<file path="src/smt_pkg.sv">
// smt_pkg: shared sizes, command and status codes, and the structs that pass
// between the scan cells and the controller of the set membership table
// no dependencies
package smt_pkg;

    // capacity of the table and derived widths
    localparam int CAPACITY = 256;
    localparam int IDX_W    = (CAPACITY > 1) ? $clog2(CAPACITY) : 1;
    localparam int CNT_W    = $clog2(CAPACITY + 1);

    // fixed field widths
    localparam int ELEM_W   = 32;
    localparam int CMD_W    = 2;
    localparam int STATUS_W = 2;
    localparam int COUNT_W  = 9;

    // command codes
    localparam logic [CMD_W-1:0] CMD_ADD    = 2'd0;
    localparam logic [CMD_W-1:0] CMD_REMOVE = 2'd1;
    localparam logic [CMD_W-1:0] CMD_SEARCH = 2'd2;

    // status codes
    localparam logic [STATUS_W-1:0] STS_OK   = 2'd0;
    localparam logic [STATUS_W-1:0] STS_MISS = 2'd1;
    localparam logic [STATUS_W-1:0] STS_FULL = 2'd2;

    // scan token that walks down the cell chain, one cell per cycle
    typedef struct packed {
        logic [ELEM_W-1:0] key;
        logic              hit;
        logic [IDX_W-1:0]  hit_idx;
        logic              free_found;
        logic [IDX_W-1:0]  free_idx;
    } token_t;

    // single slot update broadcast to all cells at the end of a scan
    typedef struct packed {
        logic              we;
        logic [IDX_W-1:0]  idx;
        logic              set;
        logic [ELEM_W-1:0] value;
    } commit_t;

    // controller states
    typedef enum logic [2:0] {
        S_IDLE   = 3'b001,
        S_SCAN   = 3'b010,
        S_FINISH = 3'b100
    } ctrl_state_t;

endpackage

</file>
<file path="src/smt_ctrl.sv">
// smt_ctrl: request/response handshake, scan launch, final decision and
// element count for the set membership table
// depends on smt_pkg (codes, token_t, commit_t, ctrl_state_t)
module smt_ctrl
    import smt_pkg::*;
(
    input  logic                clk,
    input  logic                rst_n,
    input  logic                req_valid,
    output logic                req_stall,
    input  logic [CMD_W-1:0]    command,
    input  logic signed [ELEM_W-1:0] element,
    output logic                rsp_valid,
    input  logic                rsp_stall,
    output logic [STATUS_W-1:0] status,
    output logic [COUNT_W-1:0]  count,
    output logic                tok_head_valid,
    output token_t              tok_head,
    input  logic                tok_tail_valid,
    input  token_t              tok_tail,
    output commit_t             commit
);

    ctrl_state_t          state_reg, state_next;
    logic [CMD_W-1:0]     cmd_reg;
    token_t               fin_reg;
    logic [CNT_W-1:0]     elems_reg, elems_next;
    logic                 rsp_valid_reg, rsp_valid_next;
    logic [STATUS_W-1:0]  status_reg;
    logic [COUNT_W-1:0]   count_reg;
    logic [STATUS_W-1:0]  sts_dec;
    logic                 accept;
    logic                 finish_go;
    commit_t              commit_dec;

    // one item at a time: take a new transfer only when idle
    assign req_stall = (state_reg != S_IDLE);
    assign accept    = req_valid && !req_stall;

    // launch the scan token into the first cell
    assign tok_head_valid = accept;
    always_comb
    begin
        tok_head            = '0;
        tok_head.key        = $unsigned(element);
    end

    // finish once the result register is free or being emptied
    assign finish_go = (state_reg == S_FINISH) && (!rsp_valid_reg || !rsp_stall);

    // decide outcome from the completed scan
    always_comb
    begin
        commit_dec       = '0;
        commit_dec.idx   = fin_reg.free_idx;
        commit_dec.value = fin_reg.key;
        sts_dec          = STS_MISS;
        elems_next       = elems_reg;
        unique case (cmd_reg)
            CMD_ADD:
            begin
                if (fin_reg.hit)
                begin
                    sts_dec = STS_MISS;
                end
                else if (!fin_reg.free_found)
                begin
                    sts_dec = STS_FULL;
                end
                else
                begin
                    commit_dec.we  = 1'b1;
                    commit_dec.set = 1'b1;
                    elems_next     = elems_reg + CNT_W'(1);
                    sts_dec        = STS_OK;
                end
            end
            CMD_REMOVE:
            begin
                if (fin_reg.hit)
                begin
                    commit_dec.we  = 1'b1;
                    commit_dec.idx = fin_reg.hit_idx;
                    commit_dec.set = 1'b0;
                    if (elems_reg != '0)
                    begin
                        elems_next = elems_reg - CNT_W'(1);
                    end
                    sts_dec = STS_OK;
                end
            end
            CMD_SEARCH:
            begin
                sts_dec = fin_reg.hit ? STS_OK : STS_MISS;
            end
            default:
            begin
                sts_dec = STS_MISS;
            end
        endcase
    end

    // broadcast the slot update only in the finishing cycle
    always_comb
    begin
        commit    = commit_dec;
        commit.we = commit_dec.we && finish_go;
    end

    // state sequencing
    always_comb
    begin
        state_next = state_reg;
        unique case (state_reg)
            S_IDLE:
            begin
                if (accept)
                begin
                    state_next = S_SCAN;
                end
            end
            S_SCAN:
            begin
                if (tok_tail_valid)
                begin
                    state_next = S_FINISH;
                end
            end
            S_FINISH:
            begin
                if (finish_go)
                begin
                    state_next = S_IDLE;
                end
            end
            default:
            begin
                state_next = S_IDLE;
            end
        endcase
    end

    // result register handshake
    always_comb
    begin
        rsp_valid_next = rsp_valid_reg;
        if (finish_go)
        begin
            rsp_valid_next = 1'b1;
        end
        else if (rsp_valid_reg && !rsp_stall)
        begin
            rsp_valid_next = 1'b0;
        end
    end

    // control registers
    always_ff @(posedge clk or negedge rst_n)
    begin
        if (!rst_n)
        begin
            state_reg     <= S_IDLE;
            rsp_valid_reg <= 1'b0;
            elems_reg     <= '0;
        end
        else
        begin
            state_reg     <= state_next;
            rsp_valid_reg <= rsp_valid_next;
            if (finish_go)
            begin
                elems_reg <= elems_next;
            end
        end
    end

    // payload registers
    always_ff @(posedge clk)
    begin
        if (accept)
        begin
            cmd_reg <= command;
        end
        if ((state_reg == S_SCAN) && tok_tail_valid)
        begin
            fin_reg <= tok_tail;
        end
        if (finish_go)
        begin
            status_reg <= sts_dec;
            count_reg  <= COUNT_W'(elems_next);
        end
    end

    assign rsp_valid = rsp_valid_reg;
    assign status    = status_reg;
    assign count     = count_reg;

endmodule

</file>
<file path="config.mk">
export PLATFORM = sky130hd
export DESIGN_NAME = smt_ctrl
export DESIGN_NICKNAME = d
export VERILOG_FILES = /design/src/smt_pkg.sv /design/src/smt_ctrl.sv
export SDC_FILE = /design/constraint.sdc
export NUM_CORES = 1
export LEC_CHECK = 0
export BUFFER_PORTS_ARGS = -buffer_cell sky130_fd_sc_hd__buf_4
export CAP_MARGIN = 40
export CORE_MARGIN = 3
export CORE_UTILIZATION = 43
export CTS_BUF_LIST = sky130_fd_sc_hd__clkbuf_4
export CTS_CLUSTER_DIAMETER = 40
export CTS_CLUSTER_SIZE = 8
export DETAILED_ROUTE_END_ITERATION = 6
export GPL_TIMING_DRIVEN = 1
export PLACE_DENSITY_LB_ADDON = 0.08
export SYNTH_ARGS = -nofsm -noshare
export SYNTH_HDL_FRONTEND = slang
export SYNTH_SLANG_ARGS = --single-unit
</file>
<file path="constraint.sdc">
create_clock -name clk -period 5.08 [get_ports clk]
set_input_delay 0.254 -clock clk [delete_from_list [all_inputs] [get_ports clk]]
set_output_delay 0.254 -clock clk [all_outputs]
set_load 0.02 [all_outputs]
</file>
== Yosys cells after proc, flatten, opt, wreduce, memory -nomap -nowiden ==
Cells that the tools add are included.
Widths: inputs -> output; s select.
Storage, ports and cells
  bits in registers: 76
  bits of input ports: 89
  output and inout bits: 106
Operators by class
  $add $sub $neg: 2
  eq/ne operators: 9
  multiplexer cells: 21
  reduce and logical (&&, ||, !) cells: 14
Operators by type and width (number)
  $mux 9: 4
  $pmux 9 s2: 1
  $mux 10: 1
  $add 9x1->9 const B: 1
  $mux 3: 3
  $pmux 3 s3: 1
  $reduce_bool 9->1: 1
  $sub 9x1->9 const B: 1
  $mux 8: 1
  $ne 2x2->1 const B: 3
  $logic_and 1x1->1: 5
  $mux 1: 5
  $mux 2: 2
  $pmux 1 s2: 2
  $pmux 2 s2: 1
  $eq 3x1->1 const B: 1
  $eq 3x2->1 const B: 1
  $eq 3x3->1 const B: 1
  $logic_not 1->1: 3
  $ne 3x1->1 const B: 1
  $reduce_and 3->1: 1
  $eq 2x1->1 const B: 1
  $eq 2x2->1 const B: 1
  $logic_not 2->1: 1
  other kinds (3): 3

== Logic depth before layout (Yosys ltp) ==
Gate-level depths: netlist (run 1).
  depth in word-level cells: 5
  gate-level depth with buffers: 7
  gate-level depth less buffers: 7

== Worst setup path after synthesis (run 1) ==
OpenSTA, ideal clock, no wires.
  path kind: register -> register
  start point: register state_reg[0]
  end point: register fin_reg (netlist bit commit[0]), enable pin
  library setup time: 530 ps
  arrival time: 4226 ps
  required time: 4550 ps
  slack: 324 ps
  cell stages (with the launch flop): 3
  path buffers: 0
  period minus slack after synthesis: 4756 ps
  path through: dfstp_2 nand2b_1 nor3b_1
Between the ends
  longest elaborated chain between the ends: 2
Ends and longest elaborated chain
  start, declared: RTL line smt_ctrl.sv:24  | ctrl_state_t state_reg, state_next;
  start signal, assigned: RTL line smt_ctrl.sv:168  | state_reg <= state_next;
  $eq 3x2->1: RTL line smt_ctrl.sv:184  | if ((state_reg == S_SCAN) && tok_tail_valid)
  $logic_and 1x1->1: RTL line smt_ctrl.sv:184
  end signal, assigned: RTL line smt_ctrl.sv:186  | fin_reg <= tok_tail;
  end, declared: RTL line smt_ctrl.sv:26  | token_t fin_reg;
Every way passes these cells.
A chain may end at the register's enable or synchronous reset.

==> results of run 1 <==
## repair_timing
action,in CTS,in global routing
hold endpoints to repair,65,1
hold buffers,53,1
endpoints found under the setup margin,0,0
## worst max-delay path: stages, from the launching register on
cell and delay [ns]:
edfxtp_1 0.42, inv_1 0.09, ha_1 0.49, nand2_1 0.49
mux2_2 0.42, buf_4 0.16
## where the power goes
part           switching (mW)  internal [mW]  total, mW  leakage, nW
combinational           0.214          0.177      0.391         1.23
sequential             0.0522          0.751      0.804        0.727
clock                   0.222          0.152      0.373       0.0702
## per-layer routing
metal	part of all wire [%]	vias to the layer above	GRT usage, %
met5	0	-	0
met3	7.2	31	4.89
met4	2.9	0	7.98
met2	51	118	28.8
li1	-	1268	-
met1	39	1249	20.0
## cell type report
cell class	instances	area share (%)
multi-input combinational	156	21.2
timing repair buffer	167	27.8
tap	108	2.70
clock buffer	9	1.35
sequential	76	44.4
clock inverter	7	1.50
inverter	14	1.05
## cell usage after synthesis, types with 3 or more instances
cell type	count	area (um^2)
dfrtp_1	12	300
a211oi_1	4	30.0
nand4_1	3	18.8
buf_4	82	616
mux2_2	11	124
clkbuf_1	4	15.0
or3b_2	3	26.3
o22ai_1	3	18.8
nor2_1	10	37.5
ha_1	6	75.1
nor3b_1	3	22.5
nand3_1	8	40.0
buf_2	4	20.0
nand2_1	14	52.6
and2_1	3	18.8
nand4b_1	3	26.3
inv_1	13	48.8
a211o_1	3	26.3
a21oi_1	9	45.0
o21ai_0	8	40.0
edfxtp_1	63	1890
## kinds of logic after synthesis
kind of cell / share of synthesized area [%]
mux: 3.41
simple gates: 11.0
flops: 56.5
other cells: 0.0955
xor+xnor: 0.669
fa+ha+maj: 1.91
compound gates: 8.16
buf+inv: 18.3
## worst max-delay path by stage
stage | start | to
2_1_floorplan | state_reg[0]$_DFFE_PN1P_ | commit[0]$_DFFE_PP_
3_3_place_gp | cmd_reg[1]$_DFFE_PP_ | count[1]$_DFFE_PP_
3_5_place_dp | cmd_reg[1]$_DFFE_PP_ | count[1]$_DFFE_PP_
4_1_cts | cmd_reg[1]$_DFFE_PP_ | commit[39]
5_1_grt | cmd_reg[1]$_DFFE_PP_ | commit[39]
6_report | cmd_reg[1]$_DFFE_PP_ | commit[39]
## through the flow
step / setup slack [ns] / hold slack [ns]
after CTS: 2.25 / 0.000296
final: 2.34 / 0.177
after detailed placement: 2.40 / 0.123
after global routing: 2.12 / 0.168
after floorplan: 0.324 / -0.0416
after global placement: 2.50 / 0.120
==> results.md, run 1 <==
* Final hold vios at 0
* Overall routed net length at 8460 um
* First DRT Iteration DRCs at roughly 120
* Core Region at just under 0.009 mm^2
* Setup CP Type: register to output pin
* Post-DP Area at 0.00431 mm^2
* Slew at the pin closest to its max-slew limit at 0.717 ns
* Max FO, Critical Path at 15
* CTS Root Cell: clkbuf_4
* R2R setup slack at 2.44 ns
* Sequential share of the synthesized area at 56.5%
* Critical Path Sink Type: output pin
* Max reg flops at 32
* Netlist cell types at 63
* Total negative slack at 0 ns
* N_diodes at 0
* Max_cap viols at 0
* WL/cell at 15.8 um
* Max Root-Sink Buffers at 2
* RSZ-0062 raised after global routing: false
* Async SR Flop Fraction at 17.1%
* Die area at roughly 0.010 mm^2
* IO Port Bufs at approximately 110
* Commonest non-fill, non-tap cell in the layout: buf_4
* Worst-Skew Late Latency at 0.42 ns
* Fmax at about 0.36 GHz
* Final setup fails at 0
* Hold Startpoint: tok_tail_valid
* Syn Inst Count at 321
* Leak at roughly 2.0 nW
* Final Skew at 0.0103 ns
* Final HPWL DP at between 5000 and 6000 um
* Avg Inst Size Synth at 12.2 um^2
* Yosys warns at 0
* # rows at 34
* Post-cts sizing count at 0
* Initial antenna violation count at 0
* FF+latch area at about 0.0022 mm^2
* Vias at 2,666
* Startpoint class of the critical path: register
* Commonest cells after routing, fill and taps aside: 113 x buf_4, 63 x edfxtp_1, 54 x dlygate4sd3_1
* Io pins at 195
* Reg-to-reg critical path startpoint: cmd_reg[1]$_DFFE_PP_
* All-Layer GR Usage at 17.1%
* Post-synth EDFFs at between 60 and 70
* Worst-path clk slew at 0.12 ns
* Vias/cell at 4.96
* Reg-to-reg endpoint: count[1]$_DFFE_PP_
* Die X at about 100 um
* Final core utilization at a little under three fifths
* Hold Crit Class: input port to register
* Placer Congestion at 0.857
* Die Height at 102 um
* Crit path DAT at 2.49 ns
* Worst Hold End: state_reg[1]$_DFFE_PN0P_
* Layout Cells excl Fill at roughly 540
* Design area at around 0.005 mm^2
* Num CTS Buffers at 9
* Vias in the first global route at 2,713
* Final Max Tran Viols at 0
* Layout area overhead at 27.2%
* Relative slew slack at between 50% and 60%
* TritonRoute pass-1 iters at 4
* Synthesized cell area at 0.00393 mm^2
* H-tree levels at 3
* ANT nets after route at 0
* Layout cell share with drive strength beyond 1 at 35.7%
* First-pass GRT wire length at ~13,000 um
* Worst EP required at 4.83 ns
* GR Overflow Total at 0
* Yosys reg bits at 76
* Fill count at 742
* Worst Hold Depth at 3
* Postcts setup bufs at 0
* Status: finished, final reports clean
* CTS tree: yes
* Area occupied by multi-input gates at 0.00106 mm^2
* P per Cell Area at 314 mW/mm^2
* Cells after DPL at 467
* Power, Total at 1.57 mW
* Clock sinks at 76
* Primary FF master, synth: edfxtp_1
* Nets@finish at 519
* Largest net degree at the start of global routing at about 50
* Maximum vdd drop at about 0.17 mV
* Starting density of the core at between 40 and 50%
* DRC at 0
* Reg2Reg Depth at 5
* Minimum clock period at 2.74 ns
* Final period util at 53.9%
No activity file was read; power rests on OpenSTA's default activity.
==> inputs of run 2 (changes only) <==
Settings changed: CORE_UTILIZATION 43 to 48.
Clock period 5.08 ns to 2.6 ns, I/O delays scaled along.
==> run 2 against run 1 <==
Combinational power up 100%. Sequential power grew 95%. Largest cell class unchanged. Sequential cell count unchanged. Die area is 9.8% lower. Cell count increased by 0.37%. Clock-buffer cell count unchanged. First-iteration DRC count increased by 32%.
==> results.md, run 2 (synthesis results as in run 1) <==
* Setup CP Type: register to register
* Worst-path clk slew at 0.13 ns (about the same)
* Cell family with most CP delay: flip-flops
* Fmax at 0.426 GHz
* Layout Cells excl Fill at 539 (+0.37%)
* Max Root-Sink Buffers at 2 (unchanged)
* Status: finished, final reports clean
* Overall routed net length at 8960 um (+5.9%)
* WL/cell at 16.6 um (+5.5%)
* Max reg flops at 32 (unchanged)
* Num CTS Buffers at 9 (unchanged)
* Worst slack, placed at 0.303 ns (-2.09 ns)
* Initial antenna violation count at 0 (unchanged)
* Startpoint class of the critical path: register
* Final Max Tran Viols at 0 (unchanged)
* First DRT Iteration DRCs at 156 (+32%)
* Layout cell share with drive strength beyond 1 at 36.8% (+1.2 points)
* Relative slew slack at 57.8% (+5.7 points)
* Final setup fails at 0 (unchanged)
* All-Layer GR Usage at 20.4% (+3.4 points)
* CP cell instances: inv_1 > ha_1 > or4b_1 > o21ai_1 > mux2_2 > o22ai_1
* Commonest cells after routing, fill and taps aside: 121 x buf_4, 63 x edfxtp_1, 55 x dlygate4sd3_1
* Post-DP Area at 0.00437 mm^2 (+1.4%)
* CTS Root Cell: clkbuf_4
* CTS tree: yes
* Post-cts sizing count at 0 (unchanged)
* Largest net degree at the start of global routing at 51 (unchanged)
* Crit. Startpoint: elems_reg[0]$_DFFE_PN0P_
* Reg-to-reg endpoint: elems_reg[0]$_DFFE_PN0P_
* Vias in the first global route at 2,706 (-0.26%)
* Io pins at 195 (unchanged)
* CP Capture Point: elems_reg[0]$_DFFE_PN0P_
* Vias/cell at 5.04 (+1.4%)
* Die area at 0.00930 mm^2 (-9.8%)
* Core Region at 0.00785 mm^2 (-11%)
* Clock sinks at 76 (unchanged)
* Minimum clock period at 2.35 ns
* Max_cap viols at 0 (unchanged)
* Worst path depth at 6 (+1)
* Final period util at about nine tenths
* Final hold vios at 0 (unchanged)
* H-tree levels at 3 (unchanged)
* IO Port Bufs at 112 (unchanged)
* Vias at 2,714 (+1.8%)
* First-pass GRT wire length at 13,800 um (+2.7%)
* DRC at 0 (unchanged)
* Setup WS post-layout at 0.252 ns (-2.09 ns)
* P per Cell Area at 623 mW/mm^2 (+99%)
* Reg2Reg Depth at 6 (+1)
* Hold Crit Class: input port to async pin
* Layout area overhead at 29.3%
* Starting density of the core at 50.0% (+5.4 points)
* Cells after DPL at 469 (+0.43%)
* Leak at 2.09 nW (+2.8%)
* Max FO, Critical Path at 10 (-5)
* Reg-to-reg critical path startpoint: elems_reg[0]$_DFFE_PN0P_
* Nets@finish at 528 (+1.7%)
* Commonest non-fill, non-tap cell in the layout: buf_4
* Design area at 0.00508 mm^2 (+1.7%)
* Total negative slack at 0 ns (unchanged)
* R2R setup slack at 0.25 ns (-2.19 ns)
* Final HPWL DP at 6200 um (+4.8%)
* Crit-path max cell delay at 0.51 ns (+0.02 ns)
* Placer Congestion at 0.902 (+5.2%)
* N_diodes at 0 (unchanged)
* Die X at 96.5 um (-5.0%)
* Crit path DAT at 2.68 ns (+0.19 ns)
* Slowest CP cell: dfrtp_1
* ANT nets after route at 0 (unchanged)
* Critical Path Sink Type: register
* GR Overflow Total at 0 (unchanged)
* Worst-Skew Late Latency at 0.41 ns (about the same)
* Worst EP required at 2.93 ns (-1.90 ns)
* RSZ-0062 raised after global routing: false
* # rows at 32 (-5.9%)
* Maximum vdd drop at 0.347 mV (+100%)
* TritonRoute pass-1 iters at 4 (unchanged)
* Final Skew at 0.0155 ns (+0.00524 ns)
* Die Height at 96.5 um (-5.0%)
* Bufs and invs on worst path at 1 (-1)
* Slew at the pin closest to its max-slew limit at 0.633 ns (-0.0837 ns)
## run 2: layout make-up
type,count,area (um^2)
Multi-Input combinational cell,156,1060
Fill cell,622,2770
Timing Repair Buffer,176,1460
Clock buffer,9,67.6
Clock inverter,6,90.1
Sequential cell,76,2220
Inverter,14,52.6
Tap cell,102,128
## run 2: power by group
part / leakage (nW) / internal [mW] / switching (mW) / total (mW)
clock network: 0.0820 / 0.386 / 0.414 / 0.800
registers: 0.727 / 1.47 / 0.103 / 1.57
logic: 1.28 / 0.365 / 0.430 / 0.795
## run 2: metrics by stage
step	utilization (%)	power, mW	hold slack [ns]
floorplan	-	2.16	-0.166
global placement	55.7	2.32	0.000778
detailed placement	55.7	2.32	-0.00146
CTS	64.7	3.19	0.0643
global route	64.7	3.34	0.0934
finish	64.7	3.17	0.0984
## run 2: metal layers
metal  wire [um]  global-route usage [%]  vias to the layer above
met3         639                    4.34                       21
li1            -                       -                     1282
met4         183                    9.81                        0
met5           0                       0                        -
met1        3370                    23.3                     1295
met2        4770                    36.3                      116
## run 2: how the worst min path moves through the flow
stage                     slack (ns)  cells past startpoint                       end  start
after detailed placement      -0.001                      1  elems_reg[4]$_DFFE_PN0P_  rst_n
after global placement        0.0008                      1  elems_reg[5]$_DFFE_PN0P_  rst_n
after global routing            0.09                      2  elems_reg[3]$_DFFE_PN0P_  rst_n
final                            0.1                      2  elems_reg[8]$_DFFE_PN0P_  rst_n
after CTS                       0.06                      2  elems_reg[8]$_DFFE_PN0P_  rst_n
after floorplan                -0.17                      0  elems_reg[0]$_DFFE_PN0P_  rst_n
## run 2: repair_timing
item	in CTS	in global routing
setup buffers	0	0
endpoints found under the setup margin	0	0
hold buffers	55	0
hold endpoints to repair	67	0
